### config.mk
export PLATFORM = sky130hd
export DESIGN_NAME = raw_rgba_header_validator_core_flat
export DESIGN_NICKNAME = d
export VERILOG_FILES = /design/src/rhv_pkg.sv /design/src/rhv_in_if.sv /design/src/rhv_out_if.sv /design/src/rhv_in_stage.sv /design/src/rhv_parser.sv /design/src/rhv_out_stage.sv /design/src/raw_rgba_header_validator_core.sv /design/src/flat_wrapper.sv
export VERILOG_INCLUDE_DIRS = /design/src /design/src/src
export SDC_FILE = /design/constraint.sdc
export NUM_CORES = 1
export LEC_CHECK = 0
export ABC_AREA = 1
export BUFFER_PORTS_ARGS = -buffer_cell sky130_fd_sc_hd__buf_2
export CORE_MARGIN = 3
export CORE_UTILIZATION = 55
export DETAILED_ROUTE_END_ITERATION = 10
export PLACE_DENSITY_LB_ADDON = 0.08
export SYNTH_ARGS = -nofsm -noshare
export SYNTH_HDL_FRONTEND = slang
export SYNTH_SLANG_ARGS = --single-unit
### constraint.sdc
create_clock -name clk -period 9.4 [get_ports clk]
set_input_delay 2.35 -clock clk [delete_from_list [all_inputs] [get_ports clk]]
set_output_delay 2.35 -clock clk [all_outputs]
set_load 0.05 [all_outputs]
### src/raw_rgba_header_validator_core_macros.svh
// ----------------------------------------------------------------------------
// raw_rgba_header_validator_core_macros.svh
// assertion macros used by the header validator core
// ----------------------------------------------------------------------------
`ifndef RAW_RGBA_HEADER_VALIDATOR_CORE_MACROS_SVH
`define RAW_RGBA_HEADER_VALIDATOR_CORE_MACROS_SVH

// same-cycle implication, sampled on clk, off while rst_n is low
`define RHV_ASSERT_SAME(lbl, ante, cons, msg) \
    lbl: assert property (@(posedge clk) disable iff (!rst_n) (ante) |-> (cons)) \
        else $error(msg);

// next-cycle implication, sampled on clk, off while rst_n is low
`define RHV_ASSERT_NEXT(lbl, ante, cons, msg) \
    lbl: assert property (@(posedge clk) disable iff (!rst_n) (ante) |=> (cons)) \
        else $error(msg);

`endif

### src/rhv_pkg.sv
// ----------------------------------------------------------------------------
// rhv_pkg
// types, constants and helpers of the raw rgba header validator
// ----------------------------------------------------------------------------
`default_nettype none

package rhv_pkg;

    localparam int unsigned MAX_DIMENSION = 16384;
    localparam int unsigned DIM_W         = 15;
    localparam int unsigned CNT_W         = 31;
    localparam int unsigned PROD_W        = 2 * DIM_W;
    localparam int unsigned MAGIC_LEN     = 10;
    localparam int unsigned POS_W         = 4;

    localparam logic [7:0] CH_NEWLINE = 8'h0A;
    localparam logic [7:0] CH_SPACE   = 8'h20;
    localparam logic [7:0] CH_TAB     = 8'h09;
    localparam logic [7:0] CH_CR      = 8'h0D;
    localparam logic [7:0] CH_PLUS    = 8'h2B;
    localparam logic [7:0] CH_MINUS   = 8'h2D;
    localparam logic [7:0] CH_ZERO    = 8'h30;
    localparam logic [7:0] CH_NINE    = 8'h39;

    typedef enum logic [3:0] {
        PH_MAGIC    = 4'd0,
        PH_W_LEAD   = 4'd1,
        PH_W_SIGN   = 4'd2,
        PH_W_DIGITS = 4'd3,
        PH_H_LEAD   = 4'd4,
        PH_H_SIGN   = 4'd5,
        PH_H_DIGITS = 4'd6,
        PH_PAYLOAD  = 4'd7
    } phase_t;

    typedef struct packed {
        logic [7:0] data_byte;
        logic       last_byte;
    } in_item_t;

    typedef struct packed {
        logic             image_ok;
        logic [DIM_W-1:0] image_width;
        logic [DIM_W-1:0] image_height;
    } out_item_t;

    typedef struct packed {
        phase_t phase;
        logic   failed;
    } prs_stat_t;

    // expected file signature, one byte per position
    function automatic logic [7:0] magic_at(input logic [POS_W-1:0] pos);
        logic [7:0] c;
        unique case (pos)
            4'd0:    c = 8'h4C;
            4'd1:    c = 8'h55;
            4'd2:    c = 8'h4D;
            4'd3:    c = 8'h45;
            4'd4:    c = 8'h4E;
            4'd5:    c = 8'h52;
            4'd6:    c = 8'h47;
            4'd7:    c = 8'h42;
            4'd8:    c = 8'h41;
            4'd9:    c = CH_NEWLINE;
            default: c = 8'h00;
        endcase
        return c;
    endfunction

endpackage

`default_nettype wire

### src/rhv_in_if.sv
// ----------------------------------------------------------------------------
// rhv_in_if
// byte channel: one file byte and its end-of-file flag per request
// ----------------------------------------------------------------------------
`default_nettype none

interface rhv_in_if;
    logic       valid;
    logic       ready;
    logic [7:0] data_byte;
    logic       last_byte;

    modport source (output valid, output data_byte, output last_byte, input ready);
    modport sink   (input valid, input data_byte, input last_byte, output ready);
endinterface

`default_nettype wire

### src/rhv_out_if.sv
// ----------------------------------------------------------------------------
// rhv_out_if
// result channel: verdict and dimensions of one file per request
// ----------------------------------------------------------------------------
`default_nettype none

interface rhv_out_if;
    logic        valid;
    logic        ready;
    logic        image_ok;
    logic [14:0] image_width;
    logic [14:0] image_height;

    modport source (output valid, output image_ok, output image_width,
                    output image_height, input ready);
    modport sink   (input valid, input image_ok, input image_width,
                    input image_height, output ready);
endinterface

`default_nettype wire

### src/rhv_in_stage.sv
// ----------------------------------------------------------------------------
// rhv_in_stage
// input register of the byte channel
// ----------------------------------------------------------------------------
`default_nettype none

module rhv_in_stage
    import rhv_pkg::*;
(
    input  wire logic clk,
    input  wire logic rst_n,
    rhv_in_if.sink    byte_chan,
    input  wire logic take,
    output logic      item_valid,
    output in_item_t  item
);

    logic     valid_reg;
    logic     valid_next;
    in_item_t item_reg;
    logic     load;

    // refill whenever the held byte leaves or the stage is empty
    assign byte_chan.ready = !valid_reg || take;
    assign load            = byte_chan.valid && byte_chan.ready;

    always_comb
    begin
        valid_next = valid_reg;
        if (load)
        begin
            valid_next = 1'b1;
        end
        else if (take)
        begin
            valid_next = 1'b0;
        end
    end

    always_ff @(posedge clk or negedge rst_n)
    begin
        if (!rst_n)
        begin
            valid_reg <= 1'b0;
        end
        else
        begin
            valid_reg <= valid_next;
        end
    end

    always_ff @(posedge clk)
    begin
        if (load)
        begin
            item_reg.data_byte <= byte_chan.data_byte;
            item_reg.last_byte <= byte_chan.last_byte;
        end
    end

    assign item_valid = valid_reg;
    assign item       = item_reg;

endmodule

`default_nettype wire

### src/rhv_parser.sv
// ----------------------------------------------------------------------------
// rhv_parser
// per-byte header parser, payload counter and final verdict
// ----------------------------------------------------------------------------
`default_nettype none

module rhv_parser
    import rhv_pkg::*;
(
    input  wire logic     clk,
    input  wire logic     rst_n,
    input  wire logic     step,
    input  wire in_item_t item,
    output out_item_t     result,
    output prs_stat_t     stat
);

    localparam int unsigned ACC_W = DIM_W + 3;
    localparam logic [DIM_W-1:0] CAP     = DIM_W'(MAX_DIMENSION + 1);
    localparam logic [DIM_W-1:0] DIM_MAX = DIM_W'(MAX_DIMENSION);
    localparam logic [CNT_W-1:0] CNT_SAT = {CNT_W{1'b1}};

    phase_t             phase_reg, phase_next;
    logic [POS_W-1:0]   pos_reg, pos_next;
    logic [DIM_W-1:0]   w_reg, w_next;
    logic [DIM_W-1:0]   h_reg, h_next;
    logic               neg_reg, neg_next;
    logic [CNT_W-1:0]   cnt_reg, cnt_next;
    logic               fail_reg, fail_next;
    logic [PROD_W-1:0]  prod_reg;

    logic [7:0]         b;
    logic               b_space;
    logic               b_digit;
    logic               b_sign;
    logic [DIM_W-1:0]   acc_w;
    logic [DIM_W-1:0]   acc_h;
    logic [CNT_W-1:0]   cnt_inc;
    logic               do_lead;
    logic               lead_h;
    logic               ok;

    // value * 10 + digit, clamped one above the largest legal dimension
    function automatic logic [DIM_W-1:0] accumulate(input logic [DIM_W-1:0] v,
                                                    input logic [7:0] c);
        logic [ACC_W-1:0] t;
        t = {v, 3'b000} + {2'b00, v, 1'b0} + ACC_W'(c - CH_ZERO);
        return (t > ACC_W'(CAP)) ? CAP : t[DIM_W-1:0];
    endfunction

    assign b       = item.data_byte;
    assign b_space = (b == CH_SPACE) || ((b >= CH_TAB) && (b <= CH_CR));
    assign b_digit = (b >= CH_ZERO) && (b <= CH_NINE);
    assign b_sign  = (b == CH_PLUS) || (b == CH_MINUS);
    assign acc_w   = accumulate(w_reg, b);
    assign acc_h   = accumulate(h_reg, b);
    assign cnt_inc = (cnt_reg == CNT_SAT) ? cnt_reg : cnt_reg + CNT_W'(1);

    // next state
    always_comb
    begin
        phase_next = phase_reg;
        pos_next   = pos_reg;
        w_next     = w_reg;
        h_next     = h_reg;
        neg_next   = neg_reg;
        cnt_next   = cnt_reg;
        fail_next  = fail_reg;
        do_lead    = 1'b0;
        lead_h     = 1'b0;

        if (step && !fail_reg)
        begin
            unique case (phase_reg)
                PH_MAGIC:
                begin
                    if ((pos_reg >= POS_W'(MAGIC_LEN)) || (b != magic_at(pos_reg)))
                    begin
                        fail_next = 1'b1;
                    end
                    else
                    begin
                        pos_next = pos_reg + POS_W'(1);
                        if (pos_reg == POS_W'(MAGIC_LEN - 1))
                        begin
                            neg_next   = 1'b0;
                            phase_next = PH_W_LEAD;
                        end
                    end
                end
                PH_W_LEAD:
                begin
                    do_lead = 1'b1;
                end
                PH_H_LEAD:
                begin
                    do_lead = 1'b1;
                    lead_h  = 1'b1;
                end
                PH_W_SIGN:
                begin
                    if (!b_digit)
                    begin
                        fail_next = 1'b1;
                    end
                    else
                    begin
                        w_next     = acc_w;
                        phase_next = PH_W_DIGITS;
                    end
                end
                PH_H_SIGN:
                begin
                    if (!b_digit)
                    begin
                        fail_next = 1'b1;
                    end
                    else
                    begin
                        h_next     = acc_h;
                        phase_next = PH_H_DIGITS;
                    end
                end
                PH_W_DIGITS:
                begin
                    if (b_digit)
                    begin
                        w_next = acc_w;
                    end
                    else if (neg_reg)
                    begin
                        fail_next = 1'b1;
                    end
                    else
                    begin
                        // the height lead starts on this same byte
                        neg_next   = 1'b0;
                        phase_next = PH_H_LEAD;
                        do_lead    = 1'b1;
                        lead_h     = 1'b1;
                    end
                end
                PH_H_DIGITS:
                begin
                    if (b_digit)
                    begin
                        h_next = acc_h;
                    end
                    else if (neg_reg || (b != CH_NEWLINE))
                    begin
                        fail_next = 1'b1;
                    end
                    else
                    begin
                        phase_next = PH_PAYLOAD;
                    end
                end
                PH_PAYLOAD:
                begin
                    cnt_next = cnt_inc;
                end
                default:
                begin
                    fail_next = 1'b1;
                end
            endcase

            // whitespace skip, optional sign, first digit
            if (do_lead)
            begin
                priority if (b_space)
                begin
                end
                else if (b_sign)
                begin
                    neg_next   = (b == CH_MINUS);
                    phase_next = lead_h ? PH_H_SIGN : PH_W_SIGN;
                end
                else if (b_digit)
                begin
                    if (lead_h)
                    begin
                        h_next     = acc_h;
                        phase_next = PH_H_DIGITS;
                    end
                    else
                    begin
                        w_next     = acc_w;
                        phase_next = PH_W_DIGITS;
                    end
                end
                else
                begin
                    fail_next = 1'b1;
                end
            end
        end

        // end of file: back to the start for the next one
        if (step && item.last_byte)
        begin
            phase_next = PH_MAGIC;
            pos_next   = '0;
            w_next     = '0;
            h_next     = '0;
            neg_next   = 1'b0;
            cnt_next   = '0;
            fail_next  = 1'b0;
        end
    end

    // verdict for the final byte; only a byte taken inside the payload can pass
    always_comb
    begin
        ok = !fail_reg && (phase_reg == PH_PAYLOAD)
             && (w_reg != '0) && (w_reg <= DIM_MAX)
             && (h_reg != '0) && (h_reg <= DIM_MAX)
             && ((PROD_W + 2)'(cnt_inc) == {prod_reg, 2'b00});
        result.image_ok     = ok;
        result.image_width  = ok ? w_reg : '0;
        result.image_height = ok ? h_reg : '0;
        stat.phase          = phase_reg;
        stat.failed         = fail_reg;
    end

    always_ff @(posedge clk or negedge rst_n)
    begin
        if (!rst_n)
        begin
            phase_reg <= PH_MAGIC;
            pos_reg   <= '0;
            w_reg     <= '0;
            h_reg     <= '0;
            neg_reg   <= 1'b0;
            cnt_reg   <= '0;
            fail_reg  <= 1'b0;
        end
        else
        begin
            phase_reg <= phase_next;
            pos_reg   <= pos_next;
            w_reg     <= w_next;
            h_reg     <= h_next;
            neg_reg   <= neg_next;
            cnt_reg   <= cnt_next;
            fail_reg  <= fail_next;
        end
    end

    // dimensions are settled before the newline, so this is current in the payload
    always_ff @(posedge clk)
    begin
        prod_reg <= PROD_W'(w_reg) * PROD_W'(h_reg);
    end

endmodule

`default_nettype wire

### src/rhv_out_stage.sv
// ----------------------------------------------------------------------------
// rhv_out_stage
// result register of the result channel
// ----------------------------------------------------------------------------
`default_nettype none

module rhv_out_stage
    import rhv_pkg::*;
(
    input  wire logic      clk,
    input  wire logic      rst_n,
    input  wire logic      load,
    input  wire out_item_t result,
    output logic           slot_free,
    rhv_out_if.source      result_chan
);

    logic      valid_reg;
    logic      valid_next;
    out_item_t data_reg;

    assign slot_free = !valid_reg || result_chan.ready;

    always_comb
    begin
        valid_next = valid_reg;
        if (load)
        begin
            valid_next = 1'b1;
        end
        else if (result_chan.ready)
        begin
            valid_next = 1'b0;
        end
    end

    always_ff @(posedge clk or negedge rst_n)
    begin
        if (!rst_n)
        begin
            valid_reg <= 1'b0;
        end
        else
        begin
            valid_reg <= valid_next;
        end
    end

    always_ff @(posedge clk)
    begin
        if (load)
        begin
            data_reg <= result;
        end
    end

    assign result_chan.valid        = valid_reg;
    assign result_chan.image_ok     = data_reg.image_ok;
    assign result_chan.image_width  = data_reg.image_width;
    assign result_chan.image_height = data_reg.image_height;

endmodule

`default_nettype wire

### src/raw_rgba_header_validator_core.sv
// ----------------------------------------------------------------------------
// raw_rgba_header_validator_core
// streaming check of a raw rgba image file header and payload length
// ----------------------------------------------------------------------------
// The block takes a file one byte per request on byte_chan, with last_byte
// set on the final byte, and gives one request on result_chan per file: the
// ok flag plus width and height (both zero when the file is rejected). It
// checks the ten-byte signature, reads width and height as decimal numbers
// (leading whitespace, optional sign, at least one digit, height ending in a
// newline), requires both in 1..16384 and a payload of exactly
// width*height*4 bytes. It takes one byte every clock cycle with no gaps
// between files, unless a final byte waits on a full result register; a
// result is valid once its final byte has passed the input register, then
// the parser into the result register. The byte rate is set by the parser
// step; the width*height product is kept in a register updated every
// cycle, so the final compare is one add and compare. A full result register
// that is not being drained holds a final byte in the input register, and the
// byte channel waits behind it; ordinary bytes never wait on the result side.
// ----------------------------------------------------------------------------
`default_nettype none

`include "raw_rgba_header_validator_core_macros.svh"

module raw_rgba_header_validator_core
    import rhv_pkg::*;
(
    input  wire logic clk,
    input  wire logic rst_n,
    rhv_in_if.sink    byte_chan,
    rhv_out_if.source result_chan
);

    // held byte from the input register
    logic      item_valid;
    in_item_t  item;

    // a held byte moves into the parser this cycle
    logic      take;
    logic      slot_free;
    logic      load_result;

    out_item_t result;
    prs_stat_t stat;

    // an ordinary byte always advances; a final byte needs room for its result
    assign take        = item_valid && (!item.last_byte || slot_free);
    assign load_result = take && item.last_byte;

    rhv_in_stage u_in_stage (
        .clk        (clk),
        .rst_n      (rst_n),
        .byte_chan  (byte_chan),
        .take       (take),
        .item_valid (item_valid),
        .item       (item)
    );

    // header phases, saturating counts and the final verdict
    rhv_parser u_parser (
        .clk    (clk),
        .rst_n  (rst_n),
        .step   (take),
        .item   (item),
        .result (result),
        .stat   (stat)
    );

    rhv_out_stage u_out_stage (
        .clk         (clk),
        .rst_n       (rst_n),
        .load        (load_result),
        .result      (result),
        .slot_free   (slot_free),
        .result_chan (result_chan)
    );

    // ------------------------------------------------------------------------
    // assertions
    // ------------------------------------------------------------------------

    // every file ends with the parser back at the signature, clean
    `RHV_ASSERT_NEXT(a_restart_after_last, load_result,
        (stat.phase == PH_MAGIC) && !stat.failed, "parser not restarted after final byte")

    // an accepted file never reports a zero dimension
    `RHV_ASSERT_SAME(a_ok_dims_nonzero, result_chan.valid && result_chan.image_ok,
        (result_chan.image_width != '0) && (result_chan.image_height != '0),
        "ok result with zero dimension")

    // a rejected file reports zero dimensions
    `RHV_ASSERT_SAME(a_bad_dims_zero, result_chan.valid && !result_chan.image_ok,
        (result_chan.image_width == '0) && (result_chan.image_height == '0),
        "rejected result with nonzero dimension")

endmodule

`default_nettype wire

### src/flat_wrapper.sv
// flat-port wrapper written by rule: the top's interface ports become plain ports
module raw_rgba_header_validator_core_flat import rhv_pkg::*;
  (clk, rst_n, byte_chan_valid, byte_chan_data_byte, byte_chan_last_byte, byte_chan_ready, result_chan_valid, result_chan_image_ok, result_chan_image_width, result_chan_image_height, result_chan_ready);
  rhv_in_if byte_chan_i ();
  rhv_out_if result_chan_i ();
  input  wire logic clk;
  input  wire logic rst_n;
  input wire logic [$bits(byte_chan_i.valid)-1:0] byte_chan_valid;
  input wire logic [$bits(byte_chan_i.data_byte)-1:0] byte_chan_data_byte;
  input wire logic [$bits(byte_chan_i.last_byte)-1:0] byte_chan_last_byte;
  output wire logic [$bits(byte_chan_i.ready)-1:0] byte_chan_ready;
  output wire logic [$bits(result_chan_i.valid)-1:0] result_chan_valid;
  output wire logic [$bits(result_chan_i.image_ok)-1:0] result_chan_image_ok;
  output wire logic [$bits(result_chan_i.image_width)-1:0] result_chan_image_width;
  output wire logic [$bits(result_chan_i.image_height)-1:0] result_chan_image_height;
  input wire logic [$bits(result_chan_i.ready)-1:0] result_chan_ready;
  assign byte_chan_i.valid = byte_chan_valid;
  assign byte_chan_i.data_byte = byte_chan_data_byte;
  assign byte_chan_i.last_byte = byte_chan_last_byte;
  assign byte_chan_ready = byte_chan_i.ready;
  assign result_chan_valid = result_chan_i.valid;
  assign result_chan_image_ok = result_chan_i.image_ok;
  assign result_chan_image_width = result_chan_i.image_width;
  assign result_chan_image_height = result_chan_i.image_height;
  assign result_chan_i.ready = result_chan_ready;
  raw_rgba_header_validator_core u_core (.clk(clk), .rst_n(rst_n), .byte_chan(byte_chan_i), .result_chan(result_chan_i));
endmodule
==> Word level (Yosys, flattened, before mapping) <==
Memories as Yosys holds them, arrays and structs flattened.
Cells that the tools add are included.
Widths: inputs -> output; s select.
{ "word_totals": {"reg_bits": 143, "out_inout_bits": 33, "mem_count": 1, "rom_bits": 96} }
{ "classes": {"mul": 1, "addsub": 7, "n_reduce_logical": 38, "magnitude_cmp": 9, "eq_ne": 16, "muxes": 80} }
{ "memory_table": {"columns": ["name", "words", "width", "rd", "rd_clocked_by_memory_dff", "wr", "line", "source"], "rows": [
  ["(no name shown)", 16, 6, 1, 0, 0, "rhv_pkg.sv:55", "unique case (pos)"]
]} }
{ "ops": {"columns": ["operator", "count"], "rows": [
  ["$mux 15", 20],
  ["$mux 31", 4],
  ["$mux 4", 18],
  ["$add 18x16->18", 2],
  ["$add 18x18->18", 2],
  ["$gt 18x15->1 const B", 2],
  ["$eq 31x32->1", 1],
  ["$add 31x1->31 const B", 1],
  ["$eq 31x31->1 const B", 1],
  ["$le 15x15->1 const B", 2],
  ["$mul 15x15->30", 1],
  ["$reduce_bool 15->1", 2],
  ["$mux 1", 29],
  ["$eq 8x6->1 const B", 3],
  ["$pmux 4 s5", 1],
  ["$eq 4x3->1 const B", 4],
  ["$mux 8", 2],
  ["$logic_and 1x1->1", 12],
  ["$reduce_bool 2->1", 5],
  ["$sub 8x6->9 const B", 1],
  ["$eq 4x2->1 const B", 2],
  ["$ge 8x4->1 const B", 1],
  ["$ge 8x6->1 const B", 1],
  ["$le 8x4->1 const B", 1],
  ["18 further kinds", 33]
]} }

==> Longest topological paths before layout <==
{ "logic_depth": {"ltp_word": 16, "ltp_mapped": 24, "ltp_nobuf": 22} }

==> By module <==
A second synthesis with hierarchy kept.
{ "unflattened": {"cells_unflattened": 2412, "hier_area_um2": 17703.2} }
{ "modules_own_cells": {"columns": ["mod", "seq_area_each_um2", "instances", "cells_per_inst", "area_each_um2"], "rows": [
  ["rhv_parser", 2377.3, 1, 2356, 16387.0],
  ["rhv_out_stage", 955.9, 1, 36, 975.9],
  ["rhv_in_stage", 295.3, 1, 15, 315.3],
  ["raw_rgba_header_validator_core", 0.0, 1, 5, 25.0]
]} }

==> Least setup slack after synthesis <==
No wires, ideal clock.
{ "synth_timing": {"path_type": "flip-flop to flip-flop", "startpoint": "register u_core.u_parser.w_reg[5]", "endpoint": "register u_core.u_parser.prod_reg[24]", "n_path_buf": 2, "period_less_slack_ns": 5.867, "t_arrival_ns": 5.748, "path_slack_ns": 3.533, "path_stages_with_launch": 22, "path_cell_list": "dfrtp_1 -> clkbuf_1 -> buf_1 -> nand2_1 -> fa_1 -> inv_1 -> fa_1 -> fa_1 -> inv_1 -> fa_1 -> fa_1 -> inv_1 -> fa_1 -> ha_1 -> nand2_1 -> nor2_1 -> inv_1 -> o21ai_0 -> a21oi_1 -> o21ai_0 -> a21oi_1 -> xnor2_1"} }
{ "synth_between": {"elab_chain_cells": 1} }
{ "synth_lines": {"columns": ["element", "line", "source"], "rows": [
  ["start: declaration", "rhv_parser.sv:25", "logic [DIM_W-1:0] w_reg, w_next;"],
  ["start signal: assignment", "rhv_parser.sv:242", "w_reg <= w_next;"],
  ["$mul 15x15->30", "rhv_parser.sv:253", "prod_reg <= PROD_W'(w_reg) * PROD_W'(h_reg);"],
  ["end signal: assignment", "rhv_parser.sv:253", null],
  ["end: declaration", "rhv_parser.sv:30", "logic [PROD_W-1:0] prod_reg;"]
]} }
Every way passes these cells.
A chain may end at the register's enable or synchronous reset.

==> Final worst setup path <==
Ends and elaborated chain as after synthesis.

==> flow_summary.ini <==
[run_status]
status = completed

[layout]
nets = 2778
stdcell_count = 2879
synthToLayoutAreaGrowth_pct = 5.93
largest_reg_flops = 31
n_antenna_cell = 0
drive_gt1_share_pct = 6.34
stdcell_area_mm2 = 0.0190

[floorplan]
num_io_pins = 46
die-area_mm2 = 0.0348
core.rowCount = 65
die_w_um = 187
start_util_pct = 56.3
fp.coreArea_mm2 = 0.0319
die_y_um = 187

[detailed_routing]
first_pass_iters = 7
viasPerCell = 5.32
vias = 15300
routed_wl_um = 47400
drc = 0
wl_per_cell_um = 16.5
drtAntennaViolNets = 0
dr.first_iter.drc_count = 1019

[critical_path]
r2r-end = u_core.u_parser.prod_reg[24]$_DFF_P_
crit_fanout = 21
timing.setup.critical_path_class = register to register
crit_start = u_core.u_parser.w_reg[5]$_DFFE_PN0P_
reg2reg_from = u_core.u_parser.w_reg[5]$_DFFE_PN0P_
required_ns = 9.73
ff2ff_path_depth = 19
ff2ff_setup_slack_ns = 3.00
crit_path_start_kind = register
worst_setup_path_end_kind = register
crit_end = u_core.u_parser.prod_reg[24]$_DFF_P_
crit_arrival_ns = 6.73

[sta]
tns_ns = 0
max_freq_mhz = 156
final.period_utilization_pct = 68.0
tightestPinTransition_ns = 1.15
fin_crit_ns = 6.40
holdWs_ns = 0.532
rsz0062_at_grt = false
relSlewSlack_pct = 23.3
finalMaxSlewViolations = 0
hold_viol_final = 0
fin_skew_ns = 0.0156
finalSetupViolations = 0

[logic_synthesis]
synthFlopType = dfrtp_1
synth_nets = 2786
async_flop_share_pct = 51.0
yosysSeqAreaShare_pct = 20.2
ys_types = 43
synth_edf_count = 40
ys_ff_latch = 143
syn_area_mm2 = 0.0179
synthCells = 2439
yosys_warnings = 0
avgSynthCellArea_um2 = 7.36

[global_route]
gr-total-overflow = 0
grt_use_total_pct = 28.3
grt_max_degree = 74
grt_antenna_before_repair = 1
grt_pass1_wl_um = 79800
first_global_vias = 15600

[power_and_ir_drop]
p_per_area_mw_per_mm2 = 91.8
power_leakage_uw = 0.0107
ir_worst_vdd_mv = 0.129

[clocking]
cts_tree = built
cts_root_buf = clkbuf_16
hold_buffers = 0
cts_resized = 0
clock_latency_ns = 0.45
path_clk_slew_ns = 0.07
cts-htree-levels = 4
clock_sinks = 143
cts_buffers = 17
post_cts_buffers = 0
clock_path_buffers = 2

[placed_design]
portBuffers = 45
dp.cells = 2847
dp_hpwl_um = 36900
place_area_mm2 = 0.0185
place.gp.congestion = 0.972

[min_path]
hold_class = register to register

[job]
max_cap_viol_count = 0
[metrics by stage]
| step | total power [uW] | setup WS, ns | utilization, % |
|---|---|---|---|
| 2_1_floorplan | 974 | 3.53 | - |
| 3_3_place_gp | 1070 | 3.25 | 57.9 |
| 3_5_place_dp | 1080 | 3.12 | 57.9 |
| 4_1_cts | 1750 | 3.09 | 59.6 |
| 5_1_grt | 1830 | 2.69 | 59.6 |
| 6_report | 1740 | 3.00 | 59.6 |
[final cells by class]
| cell class | instances | area [um^2] |
|---|---|---|
| Multi-Input combinational cell | 1740 | 12200 |
| Timing Repair Buffer | 64 | 370 |
| Fill cell | 3039 | 12900 |
| Clock inverter | 10 | 72.6 |
| Clock buffer | 22 | 487 |
| Sequential cell | 143 | 3630 |
| Inverter | 465 | 1750 |
| Tap cell | 435 | 544 |
[metal layers]
metal / up-vias / GRT usage (%) / routed length (um)
li1: 7414 / - / -
met1: 7378 / 37.5 / 20800
met2: 426 / 47.5 / 22500
met3: 93 / 4.60 / 2670
met4: 2 / 9.89 / 1520
met5: - / 0 / 13
[worst min path at each step]
stage | start | to | cells past startpoint
3_3_place_gp | u_core.u_parser.phase_reg[3]$_DFFE_PN0P_ | u_core.u_parser.phase_reg[3]$_DFFE_PN0P_ | 2
2_1_floorplan | u_core.u_parser.phase_reg[3]$_DFFE_PN0P_ | u_core.u_parser.phase_reg[3]$_DFFE_PN0P_ | 2
5_1_grt | u_core.u_out_stage.result_chan.valid$_DFFE_PN0P_ | u_core.u_out_stage.result_chan.valid$_DFFE_PN0P_ | 2
4_1_cts | u_core.u_parser.phase_reg[3]$_DFFE_PN0P_ | u_core.u_parser.phase_reg[3]$_DFFE_PN0P_ | 2
3_5_place_dp | u_core.u_parser.phase_reg[3]$_DFFE_PN0P_ | u_core.u_parser.phase_reg[3]$_DFFE_PN0P_ | 2
6_report | u_core.u_parser.phase_reg[3]$_DFFE_PN0P_ | u_core.u_parser.phase_reg[3]$_DFFE_PN0P_ | 2
[layout by cell type (no fill, tap or decap), types with 44 or more instances in the layout]
| cell type | synthesis | routed |
|---|---|---|
| nand2_1 | 775 | 775 |
| inv_1 | 463 | 463 |
| fa_1 | 195 | 195 |
| nor2_1 | 168 | 166 |
| ha_1 | 139 | 139 |
| nand3_1 | 95 | 95 |
| o21ai_0 | 80 | 80 |
| dfrtp_1 | 73 | 73 |
| a21oi_1 | 65 | 65 |
| buf_2 | 9 | 44 |
[where the power goes]
part,switching (uW),internal (uW)
clock network,302,372
registers,38.4,662
logic,265,105
[Yosys cell counts, types with 6 or more instances]
library cell / instances / area share, %
nand4_1: 27 / 0.94
dfrtp_1: 73 / 10
nor3_1: 15 / 0.42
xnor2_1: 24 / 1.2
nor2_1: 168 / 3.5
buf_6: 9 / 0.56
o21bai_1: 9 / 0.38
nand3_2: 11 / 0.61
a21oi_1: 65 / 1.8
nand3b_1: 11 / 0.46
edfxtp_1: 40 / 6.7
nand3_1: 95 / 2.6
dfxtp_1: 30 / 3.3
nand2_1: 775 / 16
clkbuf_1: 50 / 1.0
nor2_2: 6 / 0.21
inv_1: 463 / 9.7
ha_1: 139 / 9.7
xor2_1: 42 / 2.0
fa_1: 195 / 22
o21ai_0: 80 / 2.2
buf_1: 23 / 0.48
buf_2: 9 / 0.25
nor3_2: 29 / 1.6
[cell families (layout without fill, tap and decap cells)]
kind of cell / after synthesis / in the layout / share of synthesized area (%)
xor+xnor: 66 / 66 / 3.22
buf+inv: 556 / 561 / 12.1
flops: 143 / 143 / 20.2
simple gates: 1152 / 1152 / 27.2
fa+ha+maj: 334 / 334 / 31.4
compound gates: 188 / 188 / 5.81
[worst max-delay path: stages (launching register included)]
cell	delay (ns)
dfrtp_1	0.97
nand2_1	0.18
fa_1	0.59
inv_1	0.06
fa_1	0.51
fa_1	0.52
inv_1	0.05
fa_1	0.46
fa_1	0.55
inv_1	0.05
fa_1	0.47
ha_1	0.38
nand2_1	0.09
nor2_1	0.11
inv_1	0.04
o21ai_0	0.44
a21oi_1	0.20
o21ai_0	0.32
a21oi_1	0.15
xnor2_1	0.14
Power figures use the tool's default switching activity.
